<file path="src/hdl/htfd_pkg.sv">
package htfd_pkg;

  localparam logic [7:0] CRC_INIT = 8'hFF;
  localparam logic [7:0] CRC_POLY = 8'h31;

  localparam int RAW_W   = 16;
  localparam int TEMP_W  = 10;
  localparam int HUM_W   = 7;

  typedef struct packed {
    logic             ok;
    logic [RAW_W-1:0] temp_word;
    logic [RAW_W-1:0] hum_raw;
  } frame_t;

  function automatic logic [7:0] crc8_byte(input logic [7:0] crc, input logic [7:0] b);
    logic [7:0] c;
    c = crc ^ b;
    for (int k = 0; k < 8; k++) begin
      if (c[7]) begin
        c = {c[6:0], 1'b0} ^ CRC_POLY;
      end else begin
        c = {c[6:0], 1'b0};
      end
    end
    return c;
  endfunction

endpackage

</file>
<file path="src/hdl/htfd_frame.sv">
module htfd_frame
  import htfd_pkg::*;
(
  input  logic       clk,
  input  logic       rst_n,
  input  logic       in_valid,
  output logic       in_ready,
  input  logic [7:0] in_byte,
  input  logic       in_start,
  output logic       fr_valid,
  input  logic       fr_ready,
  output frame_t     fr
);

  typedef enum logic [2:0] {
    POS_T_HI  = 3'd0,
    POS_T_LO  = 3'd1,
    POS_T_CRC = 3'd2,
    POS_H_HI  = 3'd3,
    POS_H_LO  = 3'd4,
    POS_H_CRC = 3'd5
  } pos_t;

  logic       a_valid_r;
  logic [7:0] a_byte_r;
  logic       a_start_r;

  pos_t       pos_r, pos_nxt, pos;
  logic [7:0] crc_r, crc_nxt;
  logic [15:0] temp_r, temp_nxt;
  logic [7:0] hum_hi_r, hum_hi_nxt;
  logic [7:0] hum_lo_r, hum_lo_nxt;
  logic       first_ok_r, first_ok_nxt;

  logic       produces;
  logic       a_ready;
  logic       consume;

  always_comb begin
    pos = pos_r;
    if (a_start_r || pos_r > POS_H_CRC) begin
      pos = POS_T_HI;
    end
  end

  assign produces = (pos == POS_H_CRC);
  assign a_ready  = !a_valid_r || !produces || fr_ready;
  assign consume  = a_valid_r && a_ready;
  assign in_ready = a_ready;

  assign fr_valid     = a_valid_r && produces;
  assign fr.ok        = first_ok_r && (crc_r == a_byte_r);
  assign fr.temp_word = temp_r;
  assign fr.hum_raw   = {hum_hi_r, hum_lo_r};

  always_comb begin
    crc_nxt      = crc_r;
    temp_nxt     = temp_r;
    hum_hi_nxt   = hum_hi_r;
    hum_lo_nxt   = hum_lo_r;
    first_ok_nxt = first_ok_r;
    pos_nxt      = (pos == POS_H_CRC) ? POS_T_HI : pos_t'(pos + 3'd1);
    unique case (pos)
      POS_T_HI: begin
        crc_nxt  = crc8_byte(CRC_INIT, a_byte_r);
        temp_nxt = {a_byte_r, 8'd0};
      end
      POS_T_LO: begin
        crc_nxt  = crc8_byte(crc_r, a_byte_r);
        temp_nxt = {temp_r[15:8], a_byte_r};
      end
      POS_T_CRC: begin
        first_ok_nxt = (crc_r == a_byte_r);
        crc_nxt      = CRC_INIT;
      end
      POS_H_HI: begin
        crc_nxt    = crc8_byte(CRC_INIT, a_byte_r);
        hum_hi_nxt = a_byte_r;
      end
      POS_H_LO: begin
        crc_nxt    = crc8_byte(crc_r, a_byte_r);
        hum_lo_nxt = a_byte_r;
      end
      default: begin
        crc_nxt = CRC_INIT;
      end
    endcase
  end

  always_ff @(posedge clk) begin
    if (!rst_n) begin
      a_valid_r  <= 1'b0;
      pos_r      <= POS_T_HI;
      crc_r      <= CRC_INIT;
      temp_r     <= '0;
      hum_hi_r   <= '0;
      hum_lo_r   <= '0;
      first_ok_r <= 1'b0;
    end else begin
      if (a_ready) begin
        a_valid_r <= in_valid;
      end
      if (consume) begin
        pos_r      <= pos_nxt;
        crc_r      <= crc_nxt;
        temp_r     <= temp_nxt;
        hum_hi_r   <= hum_hi_nxt;
        hum_lo_r   <= hum_lo_nxt;
        first_ok_r <= first_ok_nxt;
      end
    end
  end

  always_ff @(posedge clk) begin
    if (a_ready && in_valid) begin
      a_byte_r  <= in_byte;
      a_start_r <= in_start;
    end
  end

endmodule

</file>
<file path="src/hdl/htfd_convert.sv">
module htfd_convert
  import htfd_pkg::*;
(
  input  logic                     clk,
  input  logic                     rst_n,
  input  logic                     fr_valid,
  output logic                     fr_ready,
  input  frame_t                   fr,
  output logic                     out_valid,
  input  logic                     out_ready,
  output logic                     out_status,
  output logic signed [TEMP_W-1:0] out_temp,
  output logic [HUM_W-1:0]         out_hum
);

  localparam logic [24:0] TEMP_SPAN = 25'd315;
  localparam logic [24:0] HUM_SPAN  = 25'd100;
  localparam logic signed [TEMP_W-1:0] TEMP_OFFSET = 10'sd49;

  // round(m / 65535): reciprocal estimate, then one correction step
  function automatic logic [8:0] div_round(input logic [24:0] m);
    logic [25:0] y;
    logic [25:0] s;
    logic [9:0]  est;
    logic [25:0] r;
    logic [9:0]  q;
    y   = {1'b0, m} + 26'd32767;
    s   = y + (y >> 16);
    est = s[25:16];
    r   = y - {est, 16'd0} + {16'd0, est};
    q   = (r >= 26'd65535) ? est + 10'd1 : est;
    return q[8:0];
  endfunction

  logic        b_valid_r;
  frame_t      b_r;
  logic        c_valid_r;
  logic        c_ok_r;
  logic [24:0] c_mt_r;
  logic [24:0] c_mh_r;
  logic        o_valid_r;
  logic        o_status_r;
  logic signed [TEMP_W-1:0] o_temp_r;
  logic [HUM_W-1:0] o_hum_r;

  logic b_ready, c_ready, o_ready;
  logic [8:0] tq, hq;

  assign o_ready  = !o_valid_r || out_ready;
  assign c_ready  = !c_valid_r || o_ready;
  assign b_ready  = !b_valid_r || c_ready;
  assign fr_ready = b_ready;

  assign tq = div_round(c_mt_r);
  assign hq = div_round(c_mh_r);

  always_ff @(posedge clk) begin
    if (!rst_n) begin
      b_valid_r <= 1'b0;
      c_valid_r <= 1'b0;
      o_valid_r <= 1'b0;
    end else begin
      if (b_ready) begin
        b_valid_r <= fr_valid;
      end
      if (c_ready) begin
        c_valid_r <= b_valid_r;
      end
      if (o_ready) begin
        o_valid_r <= c_valid_r;
      end
    end
  end

  always_ff @(posedge clk) begin
    if (b_ready && fr_valid) begin
      b_r <= fr;
    end
    if (c_ready && b_valid_r) begin
      c_ok_r <= b_r.ok;
      c_mt_r <= TEMP_SPAN * {9'd0, b_r.temp_word};
      c_mh_r <= HUM_SPAN * {9'd0, b_r.hum_raw};
    end
    if (o_ready && c_valid_r) begin
      o_status_r <= !c_ok_r;
      o_temp_r   <= c_ok_r ? ($signed({1'b0, tq}) - TEMP_OFFSET) : '0;
      o_hum_r    <= c_ok_r ? hq[HUM_W-1:0] : '0;
    end
  end

  assign out_valid  = o_valid_r;
  assign out_status = o_status_r;
  assign out_temp   = o_temp_r;
  assign out_hum    = o_hum_r;

endmodule

</file>
<file path="src/hdl/humidity_temp_frame_decoder.sv">
// Decodes the six-byte sensor frame (temperature word, its CRC, humidity word, its CRC),
// one byte per input beat; in_tuser marks the first byte and resynchronizes the count.
// Each word is checked with CRC-8 (poly 0x31, init 0xFF). The sixth byte yields one
// output beat: out_tuser is 1 on a CRC mismatch (data then zero), otherwise out_tdata
// carries round(-49 + 315*raw/65535) degrees Fahrenheit and round(100*raw/65535) percent.
// One byte is taken every cycle while in_tready is high. The last byte of a frame passes
// the input register, frame register, constant multiply, then divide-by-65535 into the
// output register, which raises out_tvalid. Up to four results wait inside before
// in_tready drops; bytes that close no frame keep flowing while a result waits.
module humidity_temp_frame_decoder
  import htfd_pkg::*;
(
  input  logic        clk,
  input  logic        rst_n,
  input  logic        in_tvalid,
  output logic        in_tready,
  input  logic [7:0]  in_tdata,   // frame_byte [7:0]
  input  logic        in_tuser,   // frame_start
  output logic        out_tvalid,
  input  logic        out_tready,
  output logic [23:0] out_tdata,  // temp_fahrenheit [9:0], humidity_percent [16:10], zero
  output logic        out_tuser   // status
);

  logic   fr_valid;
  logic   fr_ready;
  frame_t fr;
  logic signed [TEMP_W-1:0] temp;
  logic [HUM_W-1:0] hum;

  htfd_frame u_frame (
    .clk      (clk),
    .rst_n    (rst_n),
    .in_valid (in_tvalid),
    .in_ready (in_tready),
    .in_byte  (in_tdata),
    .in_start (in_tuser),
    .fr_valid (fr_valid),
    .fr_ready (fr_ready),
    .fr       (fr)
  );

  htfd_convert u_convert (
    .clk        (clk),
    .rst_n      (rst_n),
    .fr_valid   (fr_valid),
    .fr_ready   (fr_ready),
    .fr         (fr),
    .out_valid  (out_tvalid),
    .out_ready  (out_tready),
    .out_status (out_tuser),
    .out_temp   (temp),
    .out_hum    (hum)
  );

  assign out_tdata = {7'd0, hum, temp};

  a_err_zero: assert property (@(posedge clk) disable iff (!rst_n)
    out_tvalid && out_tuser |-> out_tdata == 24'd0)
    else $error("crc error beat carries nonzero data");

  a_hum_range: assert property (@(posedge clk) disable iff (!rst_n)
    out_tvalid |-> hum <= 7'd100)
    else $error("humidity above 100 percent");

  a_temp_range: assert property (@(posedge clk) disable iff (!rst_n)
    out_tvalid |-> temp >= -10'sd49 && temp <= 10'sd266)
    else $error("temperature out of range");

endmodule

</file>
<file path="config.mk">
export PLATFORM = sky130hd
export DESIGN_NAME = humidity_temp_frame_decoder
export DESIGN_NICKNAME = d
export VERILOG_FILES = /design/src/hdl/htfd_pkg.sv /design/src/hdl/htfd_frame.sv /design/src/hdl/htfd_convert.sv /design/src/hdl/humidity_temp_frame_decoder.sv
export SDC_FILE = /design/constraint.sdc
export NUM_CORES = 1
export LEC_CHECK = 0
export BUFFER_PORTS_ARGS = -buffer_cell sky130_fd_sc_hd__clkbuf_2
export CAP_MARGIN = 30
export CORE_ASPECT_RATIO = 0.9
export CORE_MARGIN = 2
export CORE_UTILIZATION = 60
export CTS_CLUSTER_SIZE = 25
export DETAILED_ROUTE_END_ITERATION = 16
export PLACE_DENSITY = 0.77
export SLEW_MARGIN = 20
export SYNTH_ARGS = -nofsm -noshare
export SYNTH_HDL_FRONTEND = slang
export SYNTH_SLANG_ARGS = --single-unit
</file>
<file path="constraint.sdc">
create_clock -name clk -period 17.33 [get_ports clk]
set_input_delay 3.466 -clock clk [delete_from_list [all_inputs] [get_ports clk]]
set_output_delay 3.466 -clock clk [all_outputs]
set_load 0.05 [all_outputs]
</file>
==> flow_summary.rst <==
.. list-table::
   :header-rows: 1

   * - Metric
     - Value
   * - Buffer levels on the longest clock path
     - 2
   * - Final critical-path share of the clock period
     - 0.541
   * - # Post-CTS Setup Buffers
     - 0
   * - Die extent in x
     - 174 um
   * - Worst r2r dst
     - u_convert.out_temp[8]
   * - Detailed placer's ending HPWL
     - 25.6 mm
   * - RSZ-0062 raised after global routing
     - false
   * - Sequential area share after synthesis
     - 0.267
   * - Post-route DRC
     - 0
   * - Post-synth cell types
     - 87
   * - Start of the worst register-to-register path
     - u_convert.c_mt_r[0]
   * - Final setup violation count
     - 0
   * - Total iterations of the first detailed-routing run
     - 6
   * - Most frequent cell after synthesis
     - inv_1
   * - Die area
     - 27300 um2
   * - Die Ht
     - 157 um
   * - Worst path buffer plus inverter count
     - 3
   * - Max H-tree Level
     - 4
   * - Synthesized area per cell
     - 9.46 um2
   * - Number of antenna violations at the first check in global routing
     - 0
   * - Hold-critical path endpoint
     - u_convert.b_r[28]
   * - Worst setup slack after placement
     - 7.89 ns
   * - Worst path most repeated cell
     - ha_1
   * - Largest delay contributor family on the critical path
     - compound AO/OA/AOI/OAI gates
   * - Number of nets at the end of the flow
     - 1999
   * - Iteration-0 DRC Markers
     - 842
   * - Total of max-cap violations
     - 0
   * - Final antenna-violating net count
     - 0
   * - Skew-Pair Late Insertion Delay
     - 0.44 ns
   * - Post-synth EDFFs
     - 107
   * - Final worst path period need
     - 9.37 ns
   * - Routed WL
     - 31.9 mm
   * - Maximum ir drop on the vdd rail
     - 84.6 uV
   * - Share of post-route cells with drive strength above 1
     - 0.0612
   * - Number of synthesized register bits
     - 155
   * - Power per cell area
     - 50.8 nW/um2
   * - Result of the run
     - finished clean
   * - Startpoint types
     - flop
   * - Hold WC Path Type
     - reg -> reg
   * - Fill cells
     - 2025
   * - Number of cells upsized or downsized after cts
     - 0
   * - Setup Total Neg Slack
     - 0 ns
   * - I/O pin count
     - 40
   * - Number of inserted diodes
     - 0
   * - Worst-case setup margin in the final layout
     - 7.96 ns
   * - Synth Cell Area
     - 15600 um2
   * - Post-cts hold buffer count
     - 0
   * - Synthesis warning total
     - 0
   * - Maximum number of pins on one net before global-route repair
     - 49
   * - Cell row count
     - 56
   * - Port Buf Inserts
     - 32
   * - Library cell occupying the most area in the post-synthesis netlist
     - edfxtp_1
   * - Number of cells traversed by the worst hold path
     - 0
   * - Static Leak
     - 7.69 nW
   * - Worst reg2reg path depth
     - 37
   * - Clock Root Buffer
     - clkbuf_16
   * - Vias/cell
     - 5.72
   * - Sink Count
     - 155
   * - Final setup skew
     - 0.00814 ns
   * - Vias
     - 11620
   * - Worst relative slew slack
     - 0.426
   * - Critical path data required time
     - 17.62 ns
   * - Crit path kind
     - reg -> reg
   * - Routed length per placed instance
     - 15.7 um
   * - Initial Utilization
     - 0.604
   * - Crit. End Element
     - flop
   * - First-pass GRT wire length
     - 54.2 mm
   * - Max-slew violation count
     - 0
   * - Largest incremental delay on the critical path
     - 0.58 ns
   * - Gr ovfl total
     - 0
   * - Worst-Margin Slew
     - 0.854 ns
   * - Startpoint of the lowest-slack hold path
     - u_frame.temp_r[12]
   * - Number of CTS-inserted buffers
     - 17
   * - Reg2Reg Setup Slack
     - 7.96 ns
   * - Clock tree from TritonCTS
     - built
   * - Post-CTS clock slew at the launch and capture registers of the worst setup and hold paths
     - 0.06 ns
   * - Most used flip-flop cell after synthesis
     - edfxtp_1
   * - Area taken by flip-flops and latches
     - 4170 um2
   * - Synthesized netlist cell count
     - 1651
   * - Top cell type's share of synthesized area
     - 0.206
   * - Number of global-route vias before repair
     - 11325
   * - Routability congestion estimate
     - 1.04
   * - Overall routing resource usage
     - 0.242
   * - Area of the multi-input gates
     - 10300 um2
   * - Final-report hold violation count
     - 0
   * - CORE AREA
     - 25900 um2
   * - Area growth from synthesis to final layout
     - 7.03%
   * - Main area contributors after synthesis
     - edfxtp_1, ha_1, fa_1
   * - Maximum clock rate
     - 0.107 GHz
   * - Maximum fanout along the worst path
     - 12
   * - CP arrival
     - 9.66 ns
   * - Library cell contributing the largest single delay on the critical path
     - or4_4
   * - Ranking of synthesized cells by instance count
     - inv_1, ha_1, edfxtp_1
   * - Async set or reset register ratio after synthesis
     - 0
==> registers in the layout, indices dropped and copies added (netlist names), 3 cells and up <==
register            count
u_frame.pos_r           3
u_convert.b_r          33
u_convert.c_mt_r       25
u_frame.crc_r           8
u_frame.a_byte_r        8
u_convert.out_temp     10
u_convert.c_mh_r       21
u_frame.hum_hi_r        8
u_convert.out_hum       7
u_frame.hum_lo_r        8
u_frame.temp_r         16
==> worst reg2reg max path: cells and delay by family (launching register included) <==
family | cells | cell delay (ns)
AOI/OAI and AO/OA | 14 | 2.70
and+or+nand+nor | 10 | 2.44
adders and majority gates | 6 | 2.11
xor gates and xnor gates | 3 | 0.75
buffers and inverters | 3 | 0.60
DFF | 1 | 0.42
muxes | 1 | 0.20
==> how the worst max path moves through the flow <==
stage                        startpoint                     to  slack, ns  cells after the start
detailed placement  u_convert.c_mt_r[0]  u_convert.out_temp[8]       7.89                     36
floorplan           u_convert.c_mt_r[0]  u_convert.out_temp[8]       8.94                     38
global placement    u_convert.c_mt_r[0]  u_convert.out_temp[8]       8.34                     36
global route        u_convert.c_mt_r[0]  u_convert.out_temp[8]       7.36                     37
finish              u_convert.c_mt_r[0]  u_convert.out_temp[8]       7.96                     37
CTS                 u_convert.c_mt_r[0]  u_convert.out_temp[8]       7.82                     36
==> where the power goes <==
part | internal, mW | switching [mW]
clock network | 0.230 | 0.161
registers | 0.396 | 0.00819
logic | 0.0240 | 0.0295
==> routing by layer <==
metal / global-route usage / up-vias / share of wire
met5: 0 / - / 0
met3: 0.0372 / 77 / 0.043
met4: 0.0884 / 0 / 0.030
met2: 0.408 / 352 / 0.46
met1: 0.319 / 5438 / 0.46
li1: - / 5753 / -
==> cells by family after synthesis <==
kind of cell    Yosys count  share of synthesized area
simple gates            403                      0.134
fa+ha+maj               315                      0.284
buf+inv                 296                     0.0733
compound gates          291                      0.131
flops                   155                      0.267
xor+xnor                154                     0.0873
mux                      35                     0.0226
other cells               2                   0.000481
==> area by class of cell <==
class                      count  area share
sequential                   155       0.250
clock buffer                  18      0.0257
multi-input combinational   1207       0.619
tap                          348      0.0260
clock inverter                14      0.0110
inverter                     252      0.0566
timing repair buffer          38      0.0124
==> through the flow <==
step	hold WS, ns	util	instance area [um2]	std cells	total power, mW
floorplan	0.400	-	15600	1658	0.456
global route	0.446	0.647	16700	2032	0.875
CTS	0.435	0.646	16700	2030	0.855
detailed placement	0.419	0.622	16100	1998	0.466
global placement	0.415	0.622	16100	1998	0.464
finish	0.436	0.647	16700	2032	0.850
==> layout by cell type (no fill, tap or decap), types with 12 or more instances in the layout <==
cell / instances
nor2b_1: 45
nor3b_1: 12
ha_1: 249
dfxtp_1: 48
clkbuf_2: 32
xor2_1: 51
o211ai_1: 12
clkbuf_16: 17
a21o_1: 17
a21oi_1: 77
mux2i_1: 33
nor2_1: 81
o21ai_0: 41
edfxtp_1: 107
nand2b_1: 16
nor3_1: 37
fa_1: 66
a21boi_0: 15
o21a_1: 19
nand4_1: 13
nor4_1: 12
nand3_1: 25
inv_1: 251
xnor2_1: 102
and3_1: 17
nand2_1: 90
Note: power is estimated with default switching activity, not from simulation.
